<file path="src/design/assert_macros.svh">
// Assertion macros used by the top level of the I2C register access master RTL.
// Simulation builds get concurrent assertions; SYNTH builds get empty bodies.
`ifndef ASSERT_MACROS_SVH
`define ASSERT_MACROS_SVH
`ifndef SYNTH
`define ASSERT_IMPLY(lbl, clk_s, rst_n, ante, cons) \
	lbl: assert property (@(posedge clk_s) disable iff (!(rst_n)) (ante) |-> (cons)) \
		else $error("assertion failed");
`define ASSERT_NEVER(lbl, clk_s, rst_n, expr) \
	lbl: assert property (@(posedge clk_s) disable iff (!(rst_n)) !(expr)) \
		else $error("assertion failed");
`else
`define ASSERT_IMPLY(lbl, clk_s, rst_n, ante, cons)
`define ASSERT_NEVER(lbl, clk_s, rst_n, expr)
`endif
`endif

</file>
<file path="src/design/i2cra_pkg.sv">
// Shared types and codes for the I2C register access master.
// No dependencies; imported by the front, sequencer and top level.
package i2cra_pkg;
	localparam int QUEUE_DEPTH = 2;
	localparam int BITS_PER_BYTE = 8;
	localparam logic [7:0] ADDR_RESET = 8'd208;
	localparam logic [9:0] DELAY_RESET = 10'd1;

	localparam logic [1:0] KIND_TICK = 2'd0;
	localparam logic [1:0] KIND_WRITE = 2'd1;
	localparam logic [1:0] KIND_READ = 2'd2;
	localparam logic [1:0] KIND_WORD = 2'd3;

	localparam logic [3:0] PH_IDLE = 4'd0;
	localparam logic [3:0] PH_START_A = 4'd1;
	localparam logic [3:0] PH_START_B = 4'd2;
	localparam logic [3:0] PH_TX_LOW = 4'd3;
	localparam logic [3:0] PH_TX_HIGH = 4'd4;
	localparam logic [3:0] PH_ACK_LOW = 4'd5;
	localparam logic [3:0] PH_ACK_HIGH = 4'd6;
	localparam logic [3:0] PH_RX_LOW = 4'd7;
	localparam logic [3:0] PH_RX_HIGH = 4'd8;
	localparam logic [3:0] PH_NACK_LOW = 4'd9;
	localparam logic [3:0] PH_NACK_HIGH = 4'd10;
	localparam logic [3:0] PH_STOP_A = 4'd11;
	localparam logic [3:0] PH_STOP_B = 4'd12;
	localparam logic [3:0] PH_STOP_C = 4'd13;
	localparam logic [3:0] PH_RSTART = 4'd14;

	localparam logic [1:0] ST_ADDR_W = 2'd0;
	localparam logic [1:0] ST_REG = 2'd1;
	localparam logic [1:0] ST_DATA = 2'd2;
	localparam logic [1:0] ST_ADDR_R = 2'd3;

	localparam logic [1:0] CFG_DEV_ADDR = 2'd0;
	localparam logic [1:0] CFG_DELAY = 2'd1;

	typedef struct packed {
		logic       is_cmd;
		logic [1:0] kind;
		logic [7:0] target_reg;
		logic [7:0] write_data;
		logic       sda_in;
	} tick_t;

	typedef struct packed {
		logic        nack_seen;
		logic [15:0] word_data;
		logic [7:0]  byte_data;
		logic        done_res;
		logic        busy_res;
		logic        sda_level;
		logic        scl_level;
	} result_t;

	typedef struct packed {
		logic [7:0] dev_addr;
		logic [9:0] delay;
	} cfg_t;
endpackage

</file>
<file path="src/design/i2c_register_access_master_unit.sv">
// With an empty queue a tick's result passes through the queue slot and then the sequencer's output register.
// Throughput: one tick per cycle; the sequencer takes one queued tick each cycle
// that its output register is free or being taken.
// Bus timing is counted in ticks, cfg.delay ticks per bus phase (a delay of zero counts as one).
// Reset: asynchronous, active low; sequencer idle, queue empty, device address 208
// and one tick per delay phase.
`include "assert_macros.svh"
module i2c_register_access_master_unit #(
	parameter int QDEPTH = i2cra_pkg::QUEUE_DEPTH
) (
	input  logic        clk,
	input  logic        arst_n,
	input  logic        s_tvalid,
	output logic        s_tready,
	input  logic [23:0] s_tdata,    // target_reg[7:0], write_data[15:8], sda_in[16], zero
	input  logic [1:0]  s_tuser,    // kind[1:0]
	output logic        m_tvalid,
	input  logic        m_tready,
	// scl_level[0], sda_level[1], busy_res[2], done_res[3], byte_data[11:4],
	// word_data[27:12], nack_seen[28], zero
	output logic [31:0] m_tdata,
	input  logic        cfg_valid,
	output logic        cfg_ready,
	input  logic [1:0]  cfg_index,
	input  logic [9:0]  cfg_data
);
	import i2cra_pkg::*;

	cfg_t    cfg_q;
	tick_t   q_item;
	logic    q_valid;
	logic    q_pop;
	result_t res;

	assign cfg_ready = 1'b1;

	always_ff @(posedge clk or negedge arst_n) begin
		if (!arst_n) begin
			cfg_q.dev_addr <= ADDR_RESET;
			cfg_q.delay <= DELAY_RESET;
		end else if (cfg_valid && cfg_ready) begin
			unique case (cfg_index)
				CFG_DEV_ADDR: cfg_q.dev_addr <= cfg_data[7:0];
				CFG_DELAY: cfg_q.delay <= cfg_data;
				default: ;
			endcase
		end
	end

	i2cra_front #(
		.DEPTH(QDEPTH)
	) u_front (
		.clk(clk),
		.arst_n(arst_n),
		.in_valid(s_tvalid),
		.in_ready(s_tready),
		.in_kind(s_tuser),
		.in_data(s_tdata[16:0]),
		.q_valid(q_valid),
		.q_pop(q_pop),
		.q_item(q_item)
	);

	i2cra_seq u_seq (
		.clk(clk),
		.arst_n(arst_n),
		.q_valid(q_valid),
		.q_pop(q_pop),
		.q_item(q_item),
		.cfg(cfg_q),
		.res_valid(m_tvalid),
		.res_ready(m_tready),
		.res(res)
	);

	assign m_tdata = {3'd0, res};

	`ASSERT_IMPLY(a_done_idle, clk, arst_n, m_tvalid && res.done_res,
		!res.busy_res && res.scl_level && res.sda_level)
	`ASSERT_NEVER(a_byte_only_done, clk, arst_n, m_tvalid && !res.done_res && res.byte_data != 8'd0)
	`ASSERT_NEVER(a_word_only_done, clk, arst_n, m_tvalid && !res.done_res && res.word_data != 16'd0)
	`ASSERT_IMPLY(a_pop_moves, clk, arst_n, q_pop, ##1 m_tvalid)
endmodule

</file>
<file path="src/design/i2cra_front.sv">
// Input side of the I2C register access master: takes ticks, marks commands
// and holds them in a short queue for the sequencer. Depends on i2cra_pkg.
module i2cra_front #(
	parameter int DEPTH = i2cra_pkg::QUEUE_DEPTH
) (
	input  logic              clk,
	input  logic              arst_n,
	input  logic              in_valid,
	output logic              in_ready,
	input  logic [1:0]        in_kind,
	input  logic [16:0]       in_data,
	output logic              q_valid,
	input  logic              q_pop,
	output i2cra_pkg::tick_t  q_item
);
	import i2cra_pkg::*;

	localparam int AW = (DEPTH > 1) ? $clog2(DEPTH) : 1;
	localparam int CW = $clog2(DEPTH + 1);

	tick_t          slot_q [DEPTH];
	logic [AW-1:0]  wr_ptr_q;
	logic [AW-1:0]  rd_ptr_q;
	logic [CW-1:0]  count_q;
	tick_t          item;
	logic           push;
	logic           pop;

	always_comb begin
		item.kind = in_kind;
		item.is_cmd = in_kind != KIND_TICK;
		item.target_reg = in_data[7:0];
		item.write_data = in_data[15:8];
		item.sda_in = in_data[16];
	end

	assign in_ready = count_q != CW'(DEPTH);
	assign q_valid = count_q != '0;
	assign push = in_valid && in_ready;
	assign pop = q_pop && q_valid;
	assign q_item = slot_q[rd_ptr_q];

	always_ff @(posedge clk) begin
		if (push) begin
			slot_q[wr_ptr_q] <= item;
		end
	end

	always_ff @(posedge clk or negedge arst_n) begin
		if (!arst_n) begin
			wr_ptr_q <= '0;
			rd_ptr_q <= '0;
			count_q <= '0;
		end else begin
			if (push) begin
				wr_ptr_q <= (wr_ptr_q == AW'(DEPTH - 1)) ? '0 : wr_ptr_q + AW'(1);
			end
			if (pop) begin
				rd_ptr_q <= (rd_ptr_q == AW'(DEPTH - 1)) ? '0 : rd_ptr_q + AW'(1);
			end
			if (push && !pop) begin
				count_q <= count_q + CW'(1);
			end else if (pop && !push) begin
				count_q <= count_q - CW'(1);
			end
		end
	end
endmodule

</file>
<file path="src/design/i2cra_seq.sv">
// Bus sequencer of the I2C register access master: one tick per step,
// result held in an output register. Depends on i2cra_pkg.
module i2cra_seq (
	input  logic                clk,
	input  logic                arst_n,
	input  logic                q_valid,
	output logic                q_pop,
	input  i2cra_pkg::tick_t    q_item,
	input  i2cra_pkg::cfg_t     cfg,
	output logic                res_valid,
	input  logic                res_ready,
	output i2cra_pkg::result_t  res
);
	import i2cra_pkg::*;

	logic [3:0] phase_q;
	logic [3:0] bit_count_q;
	logic [9:0] delay_count_q;
	logic [7:0] shift_q;
	logic [1:0] kind_q;
	logic [7:0] lreg_q;
	logic [7:0] ldata_q;
	logic [7:0] high_q;
	logic       nack_q;
	logic [1:0] stage_q;
	logic       second_q;
	logic       valid_q;
	result_t    res_q;

	logic [3:0] ph0, ph_n;
	logic [3:0] bc0, bc_n, bc_inc;
	logic [9:0] dc0, dc_n, dc_inc, limit;
	logic [7:0] sh_n;
	logic [1:0] kd0;
	logic [7:0] lreg0, lreg_n, ldata0, high0, high_n;
	logic       nack0, nack_n, second0, second_n, done;
	logic [1:0] st0, st_n, lv;
	logic       start, advance;
	result_t    r;

	assign advance = q_valid && (!valid_q || res_ready);
	assign q_pop = advance;

	always_comb begin
		start = (phase_q == PH_IDLE) && q_item.is_cmd;
		ph0 = start ? PH_START_A : phase_q;
		kd0 = start ? q_item.kind : kind_q;
		lreg0 = start ? q_item.target_reg : lreg_q;
		ldata0 = start ? q_item.write_data : ldata_q;
		nack0 = start ? 1'b0 : nack_q;
		second0 = start ? 1'b0 : second_q;
		high0 = start ? 8'd0 : high_q;
		st0 = start ? ST_ADDR_W : stage_q;
		bc0 = start ? 4'd0 : bit_count_q;
		dc0 = start ? 10'd0 : delay_count_q;
		limit = (cfg.delay == 10'd0) ? 10'd1 : cfg.delay;

		unique case (ph0)
			PH_START_B: lv = 2'b10;
			PH_TX_LOW: lv = {1'b0, shift_q[7]};
			PH_TX_HIGH: lv = {1'b1, shift_q[7]};
			PH_ACK_LOW, PH_RX_LOW, PH_NACK_LOW, PH_RSTART: lv = 2'b01;
			PH_STOP_A: lv = 2'b00;
			PH_STOP_B: lv = 2'b10;
			default: lv = 2'b11;
		endcase

		ph_n = ph0;
		bc_n = bc0;
		dc_n = dc0;
		sh_n = shift_q;
		lreg_n = lreg0;
		high_n = high0;
		nack_n = nack0;
		second_n = second0;
		st_n = st0;
		done = 1'b0;
		dc_inc = dc0 + 10'd1;
		bc_inc = bc0 + 4'd1;

		if (ph0 != PH_IDLE) begin
			dc_n = dc_inc;
			if (dc_inc >= limit) begin
				dc_n = '0;
				unique case (ph0)
					PH_START_A: ph_n = PH_START_B;
					PH_START_B: begin
						sh_n = (st0 == ST_ADDR_R) ? cfg.dev_addr + 8'd1 : cfg.dev_addr;
						bc_n = '0;
						ph_n = PH_TX_LOW;
					end
					PH_TX_LOW: ph_n = PH_TX_HIGH;
					PH_TX_HIGH: begin
						sh_n = {shift_q[6:0], 1'b0};
						bc_n = bc_inc;
						ph_n = (bc_inc >= 4'(BITS_PER_BYTE)) ? PH_ACK_LOW : PH_TX_LOW;
					end
					PH_ACK_LOW: ph_n = PH_ACK_HIGH;
					PH_ACK_HIGH: begin
						if (q_item.sda_in) begin
							nack_n = 1'b1;
						end
						bc_n = '0;
						unique case (st0)
							ST_ADDR_W: begin
								sh_n = lreg0;
								st_n = ST_REG;
								ph_n = PH_TX_LOW;
							end
							ST_REG: begin
								if (kd0 == KIND_WRITE) begin
									sh_n = ldata0;
									st_n = ST_DATA;
									ph_n = PH_TX_LOW;
								end else begin
									st_n = ST_ADDR_R;
									ph_n = PH_RSTART;
								end
							end
							ST_DATA: ph_n = PH_STOP_A;
							default: begin
								sh_n = '0;
								ph_n = PH_RX_LOW;
							end
						endcase
					end
					PH_RSTART: ph_n = PH_START_A;
					PH_RX_LOW: ph_n = PH_RX_HIGH;
					PH_RX_HIGH: begin
						sh_n = {shift_q[6:0], q_item.sda_in};
						bc_n = bc_inc;
						ph_n = (bc_inc >= 4'(BITS_PER_BYTE)) ? PH_NACK_LOW : PH_RX_LOW;
					end
					PH_NACK_LOW: ph_n = PH_NACK_HIGH;
					PH_NACK_HIGH: ph_n = PH_STOP_A;
					PH_STOP_A: ph_n = PH_STOP_B;
					PH_STOP_B: ph_n = PH_STOP_C;
					default: begin
						if (kd0 == KIND_WORD && !second0) begin
							high_n = shift_q;
							second_n = 1'b1;
							lreg_n = lreg0 + 8'd1;
							st_n = ST_ADDR_W;
							ph_n = PH_START_A;
						end else begin
							done = 1'b1;
							ph_n = PH_IDLE;
						end
					end
				endcase
			end
		end

		r.scl_level = lv[1];
		r.sda_level = lv[0];
		r.busy_res = ph_n != PH_IDLE;
		r.done_res = done;
		r.byte_data = (done && kd0 != KIND_WRITE) ? shift_q : 8'd0;
		r.word_data = (done && kd0 == KIND_WORD) ? {high0, shift_q} : 16'd0;
		r.nack_seen = nack_n;
	end

	always_ff @(posedge clk) begin
		if (advance) begin
			res_q <= r;
		end
	end

	always_ff @(posedge clk or negedge arst_n) begin
		if (!arst_n) begin
			phase_q <= PH_IDLE;
			bit_count_q <= '0;
			delay_count_q <= '0;
			shift_q <= '0;
			kind_q <= KIND_TICK;
			lreg_q <= '0;
			ldata_q <= '0;
			high_q <= '0;
			nack_q <= 1'b0;
			stage_q <= ST_ADDR_W;
			second_q <= 1'b0;
			valid_q <= 1'b0;
		end else begin
			if (advance) begin
				phase_q <= ph_n;
				bit_count_q <= bc_n;
				delay_count_q <= dc_n;
				shift_q <= sh_n;
				kind_q <= kd0;
				lreg_q <= lreg_n;
				ldata_q <= ldata0;
				high_q <= high_n;
				nack_q <= nack_n;
				stage_q <= st_n;
				second_q <= second_n;
				valid_q <= 1'b1;
			end else if (res_ready) begin
				valid_q <= 1'b0;
			end
		end
	end

	assign res_valid = valid_q;
	assign res = res_q;
endmodule
</file>
<file path="config.mk">
export PLATFORM = sky130hd
export DESIGN_NAME = i2c_register_access_master_unit
export DESIGN_NICKNAME = d
export VERILOG_FILES = /design/src/design/i2cra_pkg.sv /design/src/design/i2c_register_access_master_unit.sv /design/src/design/i2cra_front.sv /design/src/design/i2cra_seq.sv
export VERILOG_INCLUDE_DIRS = /design/src /design/src/design
export SDC_FILE = /design/constraint.sdc
export NUM_CORES = 1
export LEC_CHECK = 0
export BUFFER_PORTS_ARGS = -buffer_cell sky130_fd_sc_hd__clkbuf_2
export CORE_UTILIZATION = 44
export CTS_CLUSTER_DIAMETER = 30
export CTS_CLUSTER_SIZE = 20
export DETAILED_ROUTE_END_ITERATION = 10
export PLACE_DENSITY_LB_ADDON = 0.1
export SLEW_MARGIN = 30
export SYNTH_ARGS = -nofsm -noshare
export SYNTH_HDL_FRONTEND = slang
export SYNTH_SLANG_ARGS = --single-unit
export TNS_END_PERCENT = 5
</file>
<file path="constraint.sdc">
create_clock -name clk -period 9.1 [get_ports clk]
set_input_delay 0.91 -clock clk [delete_from_list [all_inputs] [get_ports clk]]
set_output_delay 0.91 -clock clk [all_outputs]
set_load 0.05 [all_outputs]
</file>
==> metrics.md, run 1 <==
| Metric | Value |
|---|---|
| Post-synthesis async set-or-reset flop share | 0.534 |
| Max VDD drop | 0.000150 V |
| Die Height | 132 µm |
| Layout Utilization | 0.517 |
| Hold Vio Cnt, Final | 0 |
| Htree depth | 4 |
| Post-Layout Inst Area | 0.00855 mm² |
| Yosys reg bits | 148 |
| Seq/Total Area, Yosys | 0.545 |
| Routed WL per cell | 17.3 µm |
| Warning count from the yosys run | 0 |
| Worst-Skew Late Latency | 420 ps |
| Worst Setup End Kind | register |
| Met2 usage | 0.321 |
| Core box area | 0.0165 mm² |
| Die area | 0.0174 mm² |
| Syn Inst Count | 648 |
| Final setup viols | 0 |
| Remaining DRCs | 0 |
| Vias/cell | 5.52 |
| Global Route Usage Sum | 0.200 |
| Postcts setup bufs | 0 |
| WS Path Type | register to register |
| Complex-gate fraction of the synthesized area | 0.141 |
| Final Cycle Share | 0.597 |
| Achievable frequency | 184 MHz |
| IO buf count | 66 |
| Area share of fa/ha/maj cells after synthesis | 0.0252 |
| Cell count after placement | 908 |
| Reg2reg setup slack | 3660 ps |
| GPL Wtd Cong | 0.809 |
| Status | completed |
| Fin cells | 940 |
| Clock Pin Slew Worst Setup and Hold Paths | 70 ps |
| Largest family of logic cells by synthesized area | compound AO/OA/AOI/OAI gates |
| Diodes inserted | 0 |
| Layout cells sized above 1 | 0.217 |
| Max-slew violations | 0 |
| Critical path arrival | 5720 ps |
| Rows | 47 |
| Final Power | 2590 µW |
| Max_cap viols | 0 |
| Simple-gate area share of the yosys netlist | 0.141 |
| Grt ovf | 0 |
| Clock period minus worst slack | 5440 ps |
| Num CTS Buffers | 17 |
| Clk_skew | 14.2 ps |
| Vias in the first global route | 5194 |
| Chip width | 132 µm |
| Worst path required time | 9380 ps |
| XOR/XNOR share of the synthesized area | 0.0282 |
| Clk buf depth | 2 |
| Cell Area, Synth | 0.00744 mm² |
| Synth cell types | 73 |
| GR peak layer | met2 |
| Mapped Avg Cell Area | 11.5 µm² |
| Detail Route Antenna Nets | 0 |
| Clock Sinks | 148 |
| Mux cell area share after synthesis | 0.0872 |
| Unrepaired setup endpoints after global routing | no |
| Initial antenna violation count | 0 |
| Initial DRT Pass Iterations | 4 |
| Worst rel slew slack | 0.350 |
| Layout fillers | 1477 |
| Post_cts resized | 0 |
| Main synth FF type | dfrtp_1 |
| Min-Delay Path Class | register to register |
| Setup crit start kind | register |
| WL final | 16.2 mm |
| Nets | 765 |
| DR iter-0 viols | 341 |
| Pleak | 0.00353 µW |
| Commonest non-fill, non-tap cell in the layout | dfrtp_1 |
| Power density over the cells | 303 mW/mm² |
| I/O pins | 78 |
| Transition time of the tightest slew-check pin | 973 ps |
| DPL Wire Length | 11.4 mm |
| M1 GR Usage | 0.264 |
| Met3 GRT Util | 0.0415 |
| Total number of vias | 5191 |
| Post-Route Setup TNS | 0 ps |
| Root Driver | clkbuf_16 |
| Largest net degree at the start of global routing | 80 |
| Post-placement cell area | 0.00796 mm² |
| Initial core utilization | 0.450 |
| Critical path fanouts, max | 28 |
| Commonest non-fill, non-tap cells in the layout | dfrtp_1 (75), edfxtp_1 (69), clkbuf_2 (65), nand2_1 (60), nor2_1 (40) |
| First-pass GRT wire length | 27.2 mm |
| Area Growth Syn to Fin | 14.9% |
| Post-synth EDFFs | 69 |
| Hold Buf Count CTS | 0 |
| TritonCTS clock tree | done |
synthesized netlist by cell type, drive strengths merged, types with 3 or more instances:
library cell  count  share of area
nor4              6         0.0059
nand4             8         0.0067
a211oi           14          0.018
a31oi             6         0.0050
nand3b            4         0.0040
o21a              3         0.0030
mux2             31          0.047
ha               15          0.025
dfstp             4          0.014
a21o              3         0.0030
o41ai             5         0.0059
nand3            12         0.0081
edfxtp           69           0.28
and4              3         0.0035
and3              5         0.0042
a32o              4         0.0054
o211ai            4         0.0047
a2111oi           4         0.0089
nor2             41          0.021
clkbuf           23          0.012
mux2i            30          0.040
nand2b            6         0.0050
a21oi            20          0.014
and2             32          0.027
o21ai            34          0.024
o221ai            3         0.0035
xor2             12          0.014
nor3             11         0.0074
a22o             13          0.015
nor2b             3         0.0025
buf              13          0.011
a2bb2oi           5         0.0059
xnor2            12          0.014
nand2            60          0.030
inv              18         0.0091
dfrtp            75           0.25
nor3b             3         0.0030
o22ai             7         0.0059
routing by layer:
metal,part of all wire,wire [µm]
met5,0,0
met4,0.021,333
met3,0.049,795
met2,0.47,7650
met1,0.46,7460
flip-flops by register name, summed over array words and instances (netlist names):
name / cells
u_seq.delay_count_q: 10
u_seq.phase_q: 4
u_seq.kind_q: 2
u_front.slot_q: 40
u_front.rd_ptr_q: 1
u_seq.shift_q: 8
u_seq.res_valid: 1
u_front.count_q: 2
cfg_q: 18
u_seq.second_q: 1
u_seq.nack_q: 1
u_front.wr_ptr_q: 1
u_seq.high_q: 8
u_seq.lreg_q: 8
u_seq.ldata_q: 8
u_seq.bit_count_q: 4
u_seq.res: 29
u_seq.stage_q: 2
final timing paths:
kind / depth (start not counted) / startpoint / endpoint
worst min register to register: 2 / u_seq.ldata_q[7] / u_seq.ldata_q[7]
worst max-delay path: 15 / u_seq.phase_q[0] / u_seq.res[18]
max in group asynchronous: 1 / arst_n / u_front.wr_ptr_q
worst min-delay path: 2 / u_seq.ldata_q[7] / u_seq.ldata_q[7]
worst max register to register: 15 / u_seq.phase_q[0] / u_seq.res[18]
min in group asynchronous: 1 / arst_n / u_seq.high_q[2]
power breakdown:
group	switching (µW)	total [µW]	internal [µW]
clock	277	709	432
sequential	126	1010	887
combinational	588	870	282
worst max-delay path, stage by stage (launching register included):
cell	delay (ps)
dfrtp_1	610
nor4_1	360
buf_4	250
nand2_1	600
and2_1	470
ha_1	220
nand3_1	150
xor2_1	240
nor2_1	70
ha_1	270
o21a_1	100
o211ai_1	80
a31o_2	320
a21oi_2	720
and4_1	610
and2_1	200
metrics by stage:
step | worst slack, ps | hold WS, ps
CTS | 3650 | 491
floorplan | 4670 | 449
finish | 3660 | 490
global route | 3260 | 509
global placement | 3670 | 473
detailed placement | 3680 | 477
cells by family after synthesis:
group | count (synthesis)
fa+ha+maj | 15
simple gates | 203
compound gates | 141
flops | 148
mux | 61
other cells | 2
buf+inv | 54
xor+xnor | 24
cell type report:
class,instances,area [µm²],share of cell area
Clock inverter,12,155,0.0181
Timing Repair Buffer,74,397,0.0464
Tap cell,220,275,0.0322
Clock buffer,20,437,0.0511
Sequential cell,148,4050,0.474
Inverter,18,67.6,0.00790
Multi-Input combinational cell,448,3170,0.370
No activity file was read; power rests on OpenSTA's default activity.
==> run 2: changes to the inputs <==
Clock period 9.1 ns to 4.42 ns, I/O delays scaled along.
==> run 2 against run 1 <==
  * Via count increased by 2.5%
  * Clock-buffer cell count decreased by 3
  * Die area unchanged
  * Sequential cell count unchanged
  * Worst hold slack got worse by 290 ps
  * Total power increased by 110%
  * Sequential power increased by 100%
  * Combinational power increased by 120%
  * Sequential share of layout area decreased by 0.44 points
  * Wire length increased by 5.4%
  * Design area increased by 0.94%
  * Clock power increased by 96%
  * Largest cell class unchanged
  * Largest power group unchanged
==> metrics.md, run 2 (same netlist as run 1, synthesis figures left out) <==
| Metric | Value |
|---|---|
| Unrepaired setup endpoints after global routing | no (unchanged) |
| Worst r2r path cells | 16 (was 15) |
| Routed WL per cell | 18.0 µm (was 17.3 µm) |
| DR iter-0 viols | 293 (was 341) |
| Setup crit start kind | register (unchanged) |
| Max VDD drop | 0.000292 V (was 0.000150 V) |
| Switching part of the total | 0.390 (was 0.382) |
| First-pass GRT wire length | 28.1 mm (was 27.2 mm) |
| Vias in the first global route | 5381 (was 5194) |
| Area Growth Syn to Fin | 16.0% (was 14.9%) |
| Clk_skew | 8.31 ps (was 14.2 ps) |
| Vias/cell | 5.59 (was 5.52) |
| I/O pins | 78 (unchanged) |
| Commonest non-fill, non-tap cell in the layout | dfrtp_1 (unchanged) |
| Nets | 777 (was 765) |
| Clock Sinks | 148 (unchanged) |
| Hold Vio Cnt, Final | 0 (unchanged) |
| P_int | 3260 µW (was 1600 µW) |
| Power density over the cells | 619 mW/mm² (was 303 mW/mm²) |
| Max FFs per register | 40 (unchanged) |
| Achievable frequency | 254 MHz (was 184 MHz) |
| Diodes inserted | 0 (unchanged) |
| Pleak | 0.00359 µW (was 0.00353 µW) |
| Grt ovf | 0 (unchanged) |
| Final Cycle Share | 0.891 (was 0.597) |
| Initial DRT Pass Iterations | 7 (was 4) |
| Worst-Skew Late Latency | 430 ps (was 420 ps) |
| Post-Route Setup TNS | 0 ps (unchanged) |
| Root Driver | clkbuf_16 (unchanged) |
| IO buf count | 66 (unchanged) |
| Transition time of the tightest slew-check pin | 955 ps (was 973 ps) |
| Global Route Usage Sum | 0.209 (was 0.200) |
| DPL Wire Length | 12.0 mm (was 11.4 mm) |
| Combinational power share | 0.358 (was 0.336) |
| Remaining DRCs | 0 (unchanged) |
| Total number of vias | 5319 (was 5191) |
| Status | completed (unchanged) |
| Chip width | 132 µm (unchanged) |
| Num CTS Buffers | 17 (unchanged) |
| Worst rel slew slack | 0.359 (was 0.350) |
| Initial antenna violation count | 0 (unchanged) |
| Reg2reg start | u_seq.phase_q[0] (unchanged) |
| Clock power share | 0.261 (was 0.273) |
| Rows | 47 (unchanged) |
| Commonest non-fill, non-tap cells in the layout | dfrtp_1 (75), edfxtp_1 (69), clkbuf_2 (65), nand2_1 (60), nor2_1 (40) (unchanged) |
| Final setup viols | 0 (unchanged) |
| Clock period minus worst slack | 3940 ps (was 5440 ps) |
| GPL Wtd Cong | 0.865 (was 0.809) |
| Critical path arrival | 4250 ps (was 5720 ps) |
| Min-Delay Endpoint | u_front.slot_q[0][5] (was u_seq.ldata_q[7]) |
| Max-slew violations | 0 (unchanged) |
| Min-Delay Path Class | input port to register (was register to register) |
| Most flop-heavy register | u_front.slot_q (unchanged) |
| Max_cap viols | 0 (unchanged) |
| Reg-to-Reg End | u_seq.shift_q[3] (was u_seq.res[18]) |
| Layout fillers | 1477 (unchanged) |
| Die area | 0.0174 mm² (unchanged) |
| Register share of total power | 0.381 (was 0.391) |
| Clk buf depth | 2 (unchanged) |
| Clock Pin Slew Worst Setup and Hold Paths | 60 ps (was 70 ps) |
| Post-placement cell area | 0.00805 mm² (was 0.00796 mm²) |
| Worst path required time | 4730 ps (was 9380 ps) |
| WS Path Type | register to register (unchanged) |
| Core box area | 0.0165 mm² (unchanged) |
| Largest net degree at the start of global routing | 50 (was 80) |
| Detail Route Antenna Nets | 0 (unchanged) |
| Htree depth | 4 (unchanged) |
| Net Sw Power | 2080 µW (was 991 µW) |
| Initial core utilization | 0.450 (unchanged) |
| Critical path fanouts, max | 8 (was 28) |
| Min-delay src | s_tdata[12] (was u_seq.ldata_q[7]) |
| WL final | 17.1 mm (was 16.2 mm) |
| Hold path depth | 1 (was 2) |
| Post-Layout Inst Area | 0.00863 mm² (was 0.00855 mm²) |
| TritonCTS clock tree | done (unchanged) |
| Worst Setup End Kind | register (unchanged) |
| Die Height | 132 µm (unchanged) |
| Reg2reg setup slack | 480 ps (was 3660 ps) |
| Postcts setup bufs | 0 (unchanged) |
| Layout cells sized above 1 | 0.231 (was 0.217) |
run 2: cell types whose count changed in the layout (fill, tap and decap cells not counted):
cell and delta:
clkinv_1 +2, bufinv_16 -1, clkinvlp_4 -1, buf_4 +12, a2111oi_2 -1, a2111oi_4 +1, buf_6 -1, nor3_1 -1
clkinv_2 +3, nor3_2 +1, inv_6 -1, dlygate4sd3_1 +1, clkbuf_1 -3, clkinv_4 +1
run 2: per-stage QoR:
stage	total power, µW	cells	util	hold WS, ps	worst slack, ps
floorplan	3430	650	-	146	186
detailed placement	3970	919	0.487	430	529
global route	5640	952	0.522	184	112
global placement	3920	919	0.487	427	491
finish	5340	952	0.522	202	483
CTS	5380	952	0.522	183	471
run 2: layout make-up:
cell class                 count  area, µm²  area share
clock inverter                15        140      0.0162
tap                          220        275      0.0319
clock buffer                  17        425      0.0493
sequential                   148       4050       0.470
multi-input combinational    448       3180       0.369
timing repair buffer          86        485      0.0562
inverter                      18       67.6     0.00783
run 2: power groups by stage:
stage / combinational (µW) / sequential [µW] / clock [µW]
final: 1910 / 2040 / 1390
after global routing: 2080 / 2080 / 1470
after CTS: 1920 / 2040 / 1420
after detailed placement: 1910 / 2060 / 0
after global placement: 1870 / 2050 / 0
after floorplan: 1120 / 2320 / 0
run 2: worst max-delay path: stages, from the launching register on:
cell      delay (ps)
dfrtp_1          380
nor4_1           400
nand2_1          160
and2_1           210
ha_1             210
nand3_1          150
nor2_1            70
xnor2_1          140
nor2_1           130
ha_1             240
o21a_1           140
nor2_1            60
buf_4            180
or3_1            350
a21oi_1          310
o211ai_2         320
mux2_2           370
run 2: worst max path at each step:
stage / startpoint / end / slack (ps) / depth (start not counted)
6_report: u_seq.phase_q[0] / u_seq.shift_q[3] / 480 / 16
5_1_grt: u_seq.phase_q[0] / u_seq.shift_q[3] / 110 / 16
4_1_cts: u_seq.phase_q[0] / u_seq.shift_q[3] / 470 / 16
3_5_place_dp: u_seq.phase_q[0] / u_seq.shift_q[3] / 530 / 16
3_3_place_gp: u_seq.phase_q[0] / u_seq.high_q[2] / 490 / 14
2_1_floorplan: u_seq.phase_q[2] / u_seq.res[12] / 190 / 18
run 2: layer usage:
metal  up-vias  part of all wire  global-route usage
met4         0             0.023              0.0814
li1       2542                 -                   -
met5         -                 0                   0
met2       155              0.47               0.335
met3        31             0.048              0.0492
met1      2591              0.46               0.274
run 2: repair_timing:
item / CTS / global route
resized for setup: 0 / 0
hold buffers: 1 / 0
endpoints found under the hold margin: 30 / 0
